<file path="src/sv/rsp_pkg.sv">
`default_nettype none
package rsp_pkg;

  localparam int unsigned PHASE_W = 16;
  localparam int unsigned CFG_IDX_W = 3;
  localparam int unsigned CFG_DATA_W = 16;

  // configuration register indexes
  localparam logic [CFG_IDX_W-1:0] REG_SEQUENTIAL_MODE = 3'd0;
  localparam logic [CFG_IDX_W-1:0] REG_DUTY_RED        = 3'd1;
  localparam logic [CFG_IDX_W-1:0] REG_DUTY_GREEN      = 3'd2;
  localparam logic [CFG_IDX_W-1:0] REG_DUTY_BLUE       = 3'd3;
  localparam logic [CFG_IDX_W-1:0] REG_START_GREEN     = 3'd4;
  localparam logic [CFG_IDX_W-1:0] REG_START_BLUE      = 3'd5;
  localparam logic [CFG_IDX_W-1:0] REG_SEQUENCE_END    = 3'd6;

  localparam logic [PHASE_W-1:0] PHASE_RESTART     = 16'hFFFF;
  localparam logic [PHASE_W-1:0] SEQUENCE_END_RST  = 16'd99;

  // bit positions in the led level vector
  localparam int unsigned LED_RED   = 0;
  localparam int unsigned LED_GREEN = 1;
  localparam int unsigned LED_BLUE  = 2;

  typedef logic [2:0] led_levels_t;

  typedef struct packed {
    logic               sequential_mode;
    logic [PHASE_W-1:0] duty_red;
    logic [PHASE_W-1:0] duty_green;
    logic [PHASE_W-1:0] duty_blue;
    logic [PHASE_W-1:0] start_green;
    logic [PHASE_W-1:0] start_blue;
    logic [PHASE_W-1:0] sequence_end;
  } rsp_cfg_t;

endpackage
`default_nettype wire

</file>
<file path="src/sv/rsp_cfg_regs.sv">
`default_nettype none
module rsp_cfg_regs (
  input  wire logic                             clk_i,
  input  wire logic                             rst_ni,
  input  wire logic                             cfg_we_i,
  input  wire logic [rsp_pkg::CFG_IDX_W-1:0]    cfg_idx_i,
  input  wire logic [rsp_pkg::CFG_DATA_W-1:0]   cfg_data_i,
  output rsp_pkg::rsp_cfg_t                     cfg_o
);
  import rsp_pkg::*;

  rsp_cfg_t cfg_q, cfg_d;

  always_comb begin
    cfg_d = cfg_q;
    if (cfg_we_i) begin
      unique case (cfg_idx_i)
        REG_SEQUENTIAL_MODE: cfg_d.sequential_mode = cfg_data_i[0];
        REG_DUTY_RED:        cfg_d.duty_red        = cfg_data_i;
        REG_DUTY_GREEN:      cfg_d.duty_green      = cfg_data_i;
        REG_DUTY_BLUE:       cfg_d.duty_blue       = cfg_data_i;
        REG_START_GREEN:     cfg_d.start_green     = cfg_data_i;
        REG_START_BLUE:      cfg_d.start_blue      = cfg_data_i;
        REG_SEQUENCE_END:    cfg_d.sequence_end    = cfg_data_i;
        default:             cfg_d = cfg_q; // unknown index, ignored
      endcase
    end
  end

  always_ff @(posedge clk_i or negedge rst_ni) begin
    if (!rst_ni) begin
      cfg_q.sequential_mode <= 1'b0;
      cfg_q.duty_red        <= '0;
      cfg_q.duty_green      <= '0;
      cfg_q.duty_blue       <= '0;
      cfg_q.start_green     <= '0;
      cfg_q.start_blue      <= '0;
      cfg_q.sequence_end    <= SEQUENCE_END_RST;
    end else begin
      cfg_q <= cfg_d;
    end
  end

  assign cfg_o = cfg_q;

endmodule
`default_nettype wire

</file>
<file path="src/sv/rsp_step.sv">
`default_nettype none
module rsp_step #(
  parameter int unsigned PARALLEL_PERIOD_LAST = 99
) (
  input  wire rsp_pkg::rsp_cfg_t             cfg_i,
  input  wire logic                          tick_i,
  input  wire logic [rsp_pkg::PHASE_W-1:0]   phase_i,
  input  wire rsp_pkg::led_levels_t          led_i,
  output logic [rsp_pkg::PHASE_W-1:0]        phase_o,
  output rsp_pkg::led_levels_t               led_o
);
  import rsp_pkg::*;

  localparam logic [PHASE_W-1:0] ParLast = PHASE_W'(PARALLEL_PERIOD_LAST);

  logic [PHASE_W-1:0] p;
  logic [PHASE_W:0]   green_off, blue_off;
  logic [PHASE_W-1:0] last;
  led_levels_t        lv;

  always_comb begin
    p         = phase_i + 16'd1;
    // sums kept at 17 bits so an overflowing off edge never matches
    green_off = {1'b0, cfg_i.start_green} + {1'b0, cfg_i.duty_green};
    blue_off  = {1'b0, cfg_i.start_blue} + {1'b0, cfg_i.duty_blue};
    last      = cfg_i.sequential_mode ? cfg_i.sequence_end : ParLast;
    lv        = led_i;
    if (cfg_i.sequential_mode) begin
      if (p == '0 && cfg_i.duty_red != '0)               lv[LED_RED]   = 1'b1;
      if (p == cfg_i.duty_red)                           lv[LED_RED]   = 1'b0;
      if (p == cfg_i.start_green && cfg_i.duty_green != '0) lv[LED_GREEN] = 1'b1;
      if ({1'b0, p} == green_off)                        lv[LED_GREEN] = 1'b0;
      if (p == cfg_i.start_blue && cfg_i.duty_blue != '0)   lv[LED_BLUE]  = 1'b1;
      if ({1'b0, p} == blue_off)                         lv[LED_BLUE]  = 1'b0;
    end else begin
      if (p == '0) begin
        if (cfg_i.duty_red != '0)   lv[LED_RED]   = 1'b1;
        if (cfg_i.duty_green != '0) lv[LED_GREEN] = 1'b1;
        if (cfg_i.duty_blue != '0)  lv[LED_BLUE]  = 1'b1;
      end
      if (p == cfg_i.duty_red)   lv[LED_RED]   = 1'b0;
      if (p == cfg_i.duty_green) lv[LED_GREEN] = 1'b0;
      if (p == cfg_i.duty_blue)  lv[LED_BLUE]  = 1'b0;
    end

    if (tick_i) begin
      phase_o = (p >= last) ? PHASE_RESTART : p;
      led_o   = lv;
    end else begin
      phase_o = phase_i;
      led_o   = led_i;
    end
  end

endmodule
`default_nettype wire

</file>
<file path="src/sv/rgb_soft_pwm_sequencer.sv">
// channel  | direction | handshake            | payload
// in       | sink      | in_valid_i/in_stall_o  | tick_i
// out      | source    | out_valid_o/out_stall_i| red_on_o green_on_o blue_on_o phase_o
// cfg      | sink      | cfg_we_i (no wait)     | cfg_idx_i cfg_data_i
//
// one tick transfer per clock sustained while the output is not stalled; a result
// is offered once its input transfer has loaded the input register and the
// item has then moved on into the result register
// the phase counter and led levels are updated as an item moves from the
// input register into the result register, so each item sees the state
// left by the one before it
// reset: phase 0xffff, all leds off, sequence_end 99, other config registers 0
// a stall on the output holds the result register and backs up into the
// input register, which then stalls the input channel
`default_nettype none
module rgb_soft_pwm_sequencer #(
  parameter int unsigned PARALLEL_PERIOD_LAST = 99
) (
  input  wire logic                            clk_i,
  input  wire logic                            rst_ni,
  // input channel
  input  wire logic                            in_valid_i,
  output logic                                 in_stall_o,
  input  wire logic                            tick_i,
  // result channel
  output logic                                 out_valid_o,
  input  wire logic                            out_stall_i,
  output logic                                 red_on_o,
  output logic                                 green_on_o,
  output logic                                 blue_on_o,
  output logic [rsp_pkg::PHASE_W-1:0]          phase_o,
  // configuration write port
  input  wire logic                            cfg_we_i,
  input  wire logic [rsp_pkg::CFG_IDX_W-1:0]   cfg_idx_i,
  input  wire logic [rsp_pkg::CFG_DATA_W-1:0]  cfg_data_i
);
  import rsp_pkg::*;

  rsp_cfg_t cfg;

  // input register
  logic in_valid_q, in_valid_d;
  logic tick_q, tick_d;

  // block state
  logic [PHASE_W-1:0] phase_q, phase_d;
  led_levels_t        led_q, led_d;

  // result register
  logic               out_valid_q, out_valid_d;
  logic [PHASE_W-1:0] out_phase_q, out_phase_d;
  led_levels_t        out_led_q, out_led_d;

  logic out_free;   // result register can load this cycle
  logic advance;    // item moves from input register to result register
  logic in_xfer;

  logic [PHASE_W-1:0] step_phase;
  led_levels_t        step_led;

  rsp_cfg_regs u_cfg (
    .clk_i      (clk_i),
    .rst_ni     (rst_ni),
    .cfg_we_i   (cfg_we_i),
    .cfg_idx_i  (cfg_idx_i),
    .cfg_data_i (cfg_data_i),
    .cfg_o      (cfg)
  );

  rsp_step #(
    .PARALLEL_PERIOD_LAST (PARALLEL_PERIOD_LAST)
  ) u_step (
    .cfg_i   (cfg),
    .tick_i  (tick_q),
    .phase_i (phase_q),
    .led_i   (led_q),
    .phase_o (step_phase),
    .led_o   (step_led)
  );

  assign out_free   = !out_valid_q || !out_stall_i;
  assign advance    = in_valid_q && out_free;
  // input register frees up whenever its item moves on
  assign in_stall_o = in_valid_q && !out_free;
  assign in_xfer    = in_valid_i && !in_stall_o;

  always_comb begin
    in_valid_d  = in_valid_q;
    tick_d      = tick_q;
    phase_d     = phase_q;
    led_d       = led_q;
    out_valid_d = out_valid_q;
    out_phase_d = out_phase_q;
    out_led_d   = out_led_q;

    if (advance) begin
      in_valid_d = 1'b0;
    end
    if (in_xfer) begin
      in_valid_d = 1'b1;
      tick_d     = tick_i;
    end

    if (out_valid_q && !out_stall_i) begin
      out_valid_d = 1'b0;
    end
    if (advance) begin
      // state and result both take the stepped values
      phase_d     = step_phase;
      led_d       = step_led;
      out_valid_d = 1'b1;
      out_phase_d = step_phase;
      out_led_d   = step_led;
    end
  end

  always_ff @(posedge clk_i or negedge rst_ni) begin
    if (!rst_ni) begin
      in_valid_q  <= 1'b0;
      phase_q     <= PHASE_RESTART;
      led_q       <= '0;
      out_valid_q <= 1'b0;
    end else begin
      in_valid_q  <= in_valid_d;
      phase_q     <= phase_d;
      led_q       <= led_d;
      out_valid_q <= out_valid_d;
    end
  end

  // payload registers, no reset
  always_ff @(posedge clk_i) begin
    tick_q      <= tick_d;
    out_phase_q <= out_phase_d;
    out_led_q   <= out_led_d;
  end

  assign out_valid_o = out_valid_q;
  assign red_on_o    = out_led_q[LED_RED];
  assign green_on_o  = out_led_q[LED_GREEN];
  assign blue_on_o   = out_led_q[LED_BLUE];
  assign phase_o     = out_phase_q;

endmodule
`default_nettype wire

</file>
<file path="config.mk">
export PLATFORM = sky130hd
export DESIGN_NAME = rgb_soft_pwm_sequencer
export DESIGN_NICKNAME = d
export VERILOG_FILES = /design/src/sv/rsp_pkg.sv /design/src/sv/rsp_cfg_regs.sv /design/src/sv/rsp_step.sv /design/src/sv/rgb_soft_pwm_sequencer.sv
export SDC_FILE = /design/constraint.sdc
export NUM_CORES = 1
export LEC_CHECK = 0
export ABC_AREA = 1
export BUFFER_PORTS_ARGS = -buffer_cell sky130_fd_sc_hd__buf_2
export CORE_ASPECT_RATIO = 1.75
export CORE_UTILIZATION = 40
export CTS_BUF_LIST = sky130_fd_sc_hd__clkbuf_4 sky130_fd_sc_hd__clkbuf_8 sky130_fd_sc_hd__clkbuf_16
export CTS_CLUSTER_SIZE = 20
export DETAILED_ROUTE_END_ITERATION = 6
export GPL_TIMING_DRIVEN = 0
export PLACE_DENSITY_LB_ADDON = 0.2
export SETUP_SLACK_MARGIN = 0.4
export SYNTH_ARGS = -nofsm -noshare
export SYNTH_HDL_FRONTEND = slang
export SYNTH_SLANG_ARGS = --single-unit
</file>
<file path="constraint.sdc">
create_clock -name clk_i -period 3.9 [get_ports clk_i]
set_clock_uncertainty 0.2 [all_clocks]
set_input_delay 0.975 -clock clk_i [delete_from_list [all_inputs] [get_ports clk_i]]
set_output_delay 0.975 -clock clk_i [all_outputs]
set_load 0.005 [all_outputs]
</file>
==> summary.txt, run 1 <==
Yosys
  – Register bit total from synthesis: roughly 140
  – Syn Area/Cell: between 6 and 7 um2
  – Synth Instances: between 1,500 and 2,000
  – Largest area contributor in the netlist: dfrtp_1
  – Count of cell types in the netlist: 42
  – Top cell type's share of synthesized area: 24.31%
  – Syn Nets: between 1,500 and 2,000
  – Post-synth EDFFs: 20
  – Post-synth ARST share: between 80 and 90%
  – YS warnings: 0
  – Top cells by area, synth: dfrtp_1 (24%), nand2_1 (20%), o21ai_0 (6.8%)
  – Synthesized area: a little over 0.01 mm2
  – Primary FF master, synth: dfrtp_1
  – Seq/Total Area, Yosys: around 35%

Power and ir drop
  – Clock power frac: 19.2%
  – Max IR drop VDD: 397.0 uV
  – Pwr Total: 8.801 mW
  – Switching share of power: a little under half
  – Switching Power: roughly 4.2 mW
  – Combinational share of power: a little over half
  – P per Cell Area: between 700 and 800 mW/mm2
  – P_leak: 6.123 nW
  – Cell internal pwr: ~4.6 mW
  – Flop pwr share: a little over a quarter

Die
  – Die area: about 0.026 mm2
  – Starting Density: between 40 and 50%
  – Core area: roughly 0.025 mm2
  – Top-Level Pins: between 40 and 50
  – Die X-Extent: approximately 120 um
  – Std-Cell Rows: 76
  – Die Ht: around 210 um

Clock network
  – Worst-skew pair later-pin latency: about 0.44 ns
  – Max clock buf depth: 2
  – CTS Hold Bufs: 0
  – CTS tree: done
  – # H-tree levels: 4
  – TritonCTS buffer count: 17
  – Clk slew on worst S/H paths: ~0.070 ns
  – CTS root buf: clkbuf_16
  – Sink Count: about 140

Setup path
  – Critical Path Source: phase_q[1]$_DFFE_PN1P_
  – Crit-path cells: ha_4 > nand2_8 > nor2_4 > nand2_4 > buf_4 > o21ai_2 > nand2_4 > clkinvlp_4 > ha_4 > nand4_1 > inv_1 > a21oi_2 > buf_4 > nand3_4 > o21ai_2 > o21ai_1 > buf_4
  – Worst reg2reg path startpoint: phase_q[1]$_DFFE_PN1P_
  – Reg2reg end: phase_o[12]$_DFFE_PP_
  – Crit-path max cell delay: approximately 0.64 ns
  – Most frequent CP cell: buf_4
  – Peak fanout along the critical path: 6
  – R2R cell count: 17
  – CP max-delay cell: dfstp_2
  – R2R Setup Slk: 0.40 ns
  – Worst Setup End Kind: flop
  – Worst Path Class, Setup: flop to flop
  – CP startpoint kind: flop
  – WP data arrival: roughly 3.5 ns
  – Worst Path Required: roughly 4 ns

Finish
  – Post-route cell area: ~0.012 mm2
  – Most frequent cells in the layout: nand2_1 (529), inv_1 (178), o21ai_0 (115)
  – Nets: between 1,500 and 2,000
  – Ant. Diodes: 0
  – Commonest non-fill, non-tap cell in the layout: nand2_1
  – Layout cells sized above 1: approximately 15%
  – Fill count: approximately 2,600
  – P&R area growth vs syn: 18.51%

Timing
  – Max Transition Viols Final: 0
  – Hold Violations, Final: 0
  – # setup viols final: 0
  – Fin crit period: between 3 and 4 ns
  – Fin crit share: 89.64%
  – Worst Tran Pin Value: between 0.7 and 0.8 ns
  – Max Freq: roughly 290 MHz
  – Min Hold Slack: 0.1843 ns
  – Worst relative slew slack: 48.36%
  – Unrepaired setup endpoints after global routing: yes

Routing
  – Remaining DRCs: 0
  – Post-DR vias/cell: roughly 5.3
  – Vias post-DR: around 10,000
  – First-pass DRT Iterations: 6
  – Drt total wl: ~35,000 um
  – Antenna-violating nets left: 0
  – WL/cell: 18.26 um
  – Initial DRC count: between 700 and 800

Global route
  – Antenna violations before repair: 0
  – First-pass GRT wire length: roughly 53,000 um
  – Total track usage: 27.92%
  – Total global routing overflow: 0
  – Vias in the first global route: between 9,000 and 10,000
  – Largest net degree at the start of global routing: 98

Place
  – Cell Area, Placed: around 0.011 mm2
  – PortBufs: 45
  – Hpwl dp: approximately 27,000 um
  – Gpl congestion: ~0.96

Run status
  – Outcome: completed

Flow run
  – Maxcap violations: 0

Hold path
  – Hold/Removal Path Class: input port to asynchronous set/reset pin
## worst max-delay path, delay by kind of cell (launching register included)
| family | cells | cell delay (ns) |
|---|---|---|
| simple gates | 6 | 0.73 |
| flops | 1 | 0.64 |
| buf+inv | 5 | 0.64 |
| compound gates | 4 | 0.60 |
| fa+ha+maj | 2 | 0.42 |
## metrics by stage
| step | setup TNS, ns | utilization, % | setup slack, ns | std cells |
|---|---|---|---|---|
| 2_1_floorplan | 0 | - | 0.8147 | 1503 |
| 3_3_place_gp | -6.266 | 43.29 | -0.3313 | 1860 |
| 3_5_place_dp | -7.103 | 43.43 | -0.3822 | 1861 |
| 4_1_cts | 0 | 46.39 | 0.3764 | 1898 |
| 5_1_grt | 0 | 48.35 | 0.3236 | 1930 |
| 6_report | 0 | 48.35 | 0.4039 | 1930 |
## metal layers
| metal | vias up | GRT usage [%] | share of wire, % |
|---|---|---|---|
| met5 | - | 0 | 0 |
| met4 | 0 | 20.95 | 7.5 |
| met3 | 136 | 4.560 | 5.8 |
| met2 | 399 | 49.66 | 51 |
| met1 | 4667 | 28.90 | 36 |
| li1 | 5050 | - | - |
## power by group through the flow
stage                     Sequential [mW]  Clock, mW  Combinational [mW]
final                                2.31       1.69                4.80
after detailed placement             2.32          0                4.11
after global routing                 2.35       1.76                5.28
after CTS                            2.29       1.70                4.25
after floorplan                      2.19          0                2.86
after global placement               2.31          0                4.04
## flip-flops by register name, indices dropped and copies added (netlist names)
register / cells
tick_q: 1
phase_o: 16
out_led_q: 3
out_valid_o: 1
in_valid_q: 1
u_cfg.cfg_o: 97
phase_q: 16
led_q: 3
## timing repair
item                       in CTS  in global routing
gates cloned                    0                  2
setup endpoints to repair      32                 34
resized for setup              23                 83
setup buffers                   5                 30
pin swaps                       3                 30
## worst max path at each step
stage / to / slack (ns) / depth (start not counted)
global placement: phase_q[1]$_DFFE_PN1P_ / -0.33 / 16
detailed placement: phase_q[1]$_DFFE_PN1P_ / -0.38 / 16
global route: phase_o[9]$_DFFE_PP_ / 0.32 / 17
floorplan: phase_q[2]$_DFFE_PN1P_ / 0.81 / 16
finish: phase_o[12]$_DFFE_PP_ / 0.40 / 17
CTS: phase_q[1]$_DFFE_PN1P_ / 0.38 / 17
## kinds of logic after synthesis
kind of cell | synth area share, %
flip-flops | 35.48
AO/OA/AOI/OAI | 10.06
AND/OR/NAND/NOR | 36.43
XOR/XNOR | 2.431
buffers and inverters | 9.005
adder cells (fa/ha/maj) | 6.599
## cell type report
type / instances / area (um2) / area share (%)
Buffer: 41 / 242.7 / 2.031
Clock buffer: 18 / 450.4 / 3.768
Clock inverter: 14 / 157.7 / 1.319
Inverter: 186 / 719.4 / 6.018
Multi-Input combinational cell: 1139 / 5887 / 49.25
Sequential cell: 138 / 3578 / 29.94
Tap cell: 312 / 390.4 / 3.266
Timing Repair Buffer: 81 / 521.8 / 4.365
Timing Repair inverter: 1 / 6.256 / 0.05233
## synth_stat cells, types with 4 or more instances
master	count
buf_2	6
a21oi_1	36
xnor2_1	11
buf_6	4
dfrtp_1	98
nor3_1	7
edfxtp_1	20
and2_1	4
nand4_1	21
nor4_1	12
nand3_1	121
dfstp_2	20
or2_2	14
nand3b_1	13
o21ai_0	138
nor2_4	5
clkbuf_1	26
xor2_1	17
nand2_2	7
ha_1	50
buf_4	5
o21ai_1	4
nor2_1	105
inv_1	183
nand2_1	547
Power figures use the tool's default switching activity.
==> run 2: changes to the inputs <==
CORE_MARGIN = 3   (was unset)
GPL_ROUTABILITY_DRIVEN = 1   (was unset)
REMOVE_ABC_BUFFERS = 1   (was unset)
==> summary.txt, run 2 (synthesized netlist as in run 1, its figures left out) <==
Setup path
  – CP startpoint kind: flop
  – Worst Path Required: around 3.8 ns
  – Reg2reg end: phase_o[9]$_DFFE_PP_
  – R2R Setup Slk: approximately 0.42 ns
  – R2R cell count: 16
  – Worst Path Class, Setup: flop to flop
  – CP Capture Point: phase_o[9]$_DFFE_PP_
  – CP max-delay cell: dfstp_4
  – Critical Path Source: phase_q[0]$_DFFE_PN1P_
  – Worst reg2reg path startpoint: phase_q[0]$_DFFE_PN1P_
  – WP data arrival: approximately 3.4 ns
  – Crit-path cells: ha_4 > nand2_4 > nor2_4 > nand2_4 > buf_4 > o21ai_2 > nand2_4 > clkinvlp_4 > ha_4 > nand4_1 > inv_1 > a21oi_2 > buf_4 > nand3_4 > o21ai_2 > o21ai_0
  – Worst Setup End Kind: flop
  – Peak fanout along the critical path: 5
  – Most frequent CP cell: nand2_4
  – Crit-path max cell delay: around 0.66 ns

Clock network
  – TritonCTS buffer count: 17
  – CTS root buf: clkbuf_16
  – Sink Count: ~140
  – CTS Hold Bufs: 0
  – Max clock buf depth: 2
  – # H-tree levels: 4
  – CTS tree: done
  – Worst-skew pair later-pin latency: 0.45 ns
  – Clk slew on worst S/H paths: 0.06 ns

Finish
  – Commonest non-fill, non-tap cell in the layout: nand2_1
  – Ant. Diodes: 0
  – Nets: approximately 1,600
  – Layout Utilization: between 40% and 50%
  – Most frequent cells in the layout: nand2_1 (539), inv_1 (181), o21ai_0 (125)
  – Post-route cell area: ~0.011 mm2
  – Layout cells sized above 1: 11.78%
  – Final Non-Filler Cells: 1,874
  – Fill count: around 2,600
  – Largest register FFs: 97
  – P&R area growth vs syn: 13.45%

Routing
  – Initial DRC count: approximately 600
  – Post-DR vias/cell: 5.130
  – Vias post-DR: 9,614
  – First-pass DRT Iterations: 5
  – Antenna-violating nets left: 0
  – Remaining DRCs: 0
  – WL/cell: roughly 17 um
  – Drt total wl: 31,540 um

Global route
  – First-pass GRT wire length: between 40,000 and 50,000 um
  – Largest net degree at the start of global routing: 97
  – Total track usage: between 20% and 30%
  – Vias in the first global route: about 9,400
  – Antenna violations before repair: 0
  – Total global routing overflow: 0

Power and ir drop
  – Max IR drop VDD: around 330 uV
  – Pwr Total: between 8 and 9 mW
  – P_leak: approximately 5.9 nW
  – P per Cell Area: 701.0 mW/mm2

Die
  – Std-Cell Rows: 76
  – Die X-Extent: between 100 and 150 um
  – Top-Level Pins: 46
  – Core area: ~0.025 mm2
  – Die Ht: about 220 um
  – Die area: around 0.027 mm2
  – Starting Density: 40.80%

Timing
  – Worst Tran Pin Value: between 1 and 1.5 ns
  – Max Freq: ~290 MHz
  – # setup viols final: 0
  – Min Hold Slack: ~0.18 ns
  – Max Transition Viols Final: 0
  – Hold Violations, Final: 0
  – Fin crit period: 3.481 ns
  – Unrepaired setup endpoints after global routing: yes
  – Worst relative slew slack: roughly 9.9%
  – Fin crit share: about nine tenths

Run status
  – Outcome: completed

Place
  – PortBufs: 45
  – Gpl congestion: ~0.95
  – Cell Area, Placed: about 0.011 mm2
  – Hpwl dp: around 25,000 um
  – Placed cells: roughly 1,800

Hold path
  – Hold/Removal Path Class: input port to asynchronous set/reset pin

Flow run
  – Maxcap violations: 0
==> run 2: cell count changes in the layout (fill, tap and decap cells not counted), moves of 5 or more <==
| cell | previous run | this run |
|---|---|---|
| buf_6 | 6 | 1 |
| buf_4 | 38 | 20 |
| o21ai_2 | 13 | 4 |
| o21ai_0 | 115 | 125 |
| clkbuf_1 | 25 | 0 |
| nand3_1 | 113 | 118 |
| nand2_2 | 20 | 7 |
| clkinv_2 | 1 | 7 |
| buf_2 | 49 | 44 |
| nand2_1 | 529 | 539 |
==> run 2: worst min path at each step <==
stage,start,end,cells after the start
global route,rst_ni,in_valid_q$_DFFE_PN0P_,1
detailed placement,led_q[1]$_DFFE_PN0P_,led_q[1]$_DFFE_PN0P_,2
CTS,rst_ni,u_cfg.cfg_o[31]$_DFFE_PN0P_,1
floorplan,in_valid_q$_DFFE_PN0P_,out_valid_o$_DFFE_PN0P_,2
global placement,in_valid_q$_DFFE_PN0P_,out_valid_o$_DFFE_PN0P_,2
finish,rst_ni,u_cfg.cfg_o[31]$_DFFE_PN0P_,1
==> run 2: routing by layer <==
metal  track usage, %  share of wire, %  vias to the layer above
met5                0                 0                        -
met4            13.06               5.6                        0
met3            3.379               3.2                       76
met2            44.93                55                      193
met1            23.35                36                     4426
li1                 -                 -                     4919
==> run 2: worst max-delay path, delay by kind of cell (launching register included) <==
family,cells,cell delay [ns]
AOI/OAI and AO/OA,4,0.71
and+or+nand+nor,6,0.69
DFF,1,0.66
buffers and inverters,4,0.53
adders and majority gates,2,0.37
==> run 2: what timing repair did <==
action / 4_1_cts / 5_1_grt
setup buffers: 11 / 9
endpoints found under the setup margin: 38 / 35
cloned: 2 / 0
pin swaps: 10 / 9
gates resized for setup: 30 / 28
==> run 2: area by class of cell <==
class | instances | area, um2 | share of cell area (%)
repair inverters | 1 | 5.005 | 0.04373
clock buffers | 21 | 455.4 | 3.980
well taps | 312 | 390.4 | 3.411
inverters | 186 | 711.9 | 6.221
multi-input cells | 1139 | 5784 | 50.55
clock inverters | 11 | 103.9 | 0.9075
repair buffers | 66 | 409.1 | 3.575
flip-flops and latches | 138 | 3583 | 31.31
==> run 2: metrics by stage <==
stage / setup slack (ns) / TNS, ns
floorplan: 0.3473 / 0
global placement: -1.141 / -32.46
detailed placement: -1.034 / -27.86
CTS: 0.4108 / 0
global route: 0.3104 / 0
finish: 0.4185 / 0
==> run 2: power breakdown <==
part / total [mW] / switching, mW / internal (mW)
combinational: 4.11 / 2.67 / 1.44
sequential: 2.32 / 0.402 / 1.92
clock: 1.59 / 0.637 / 0.953
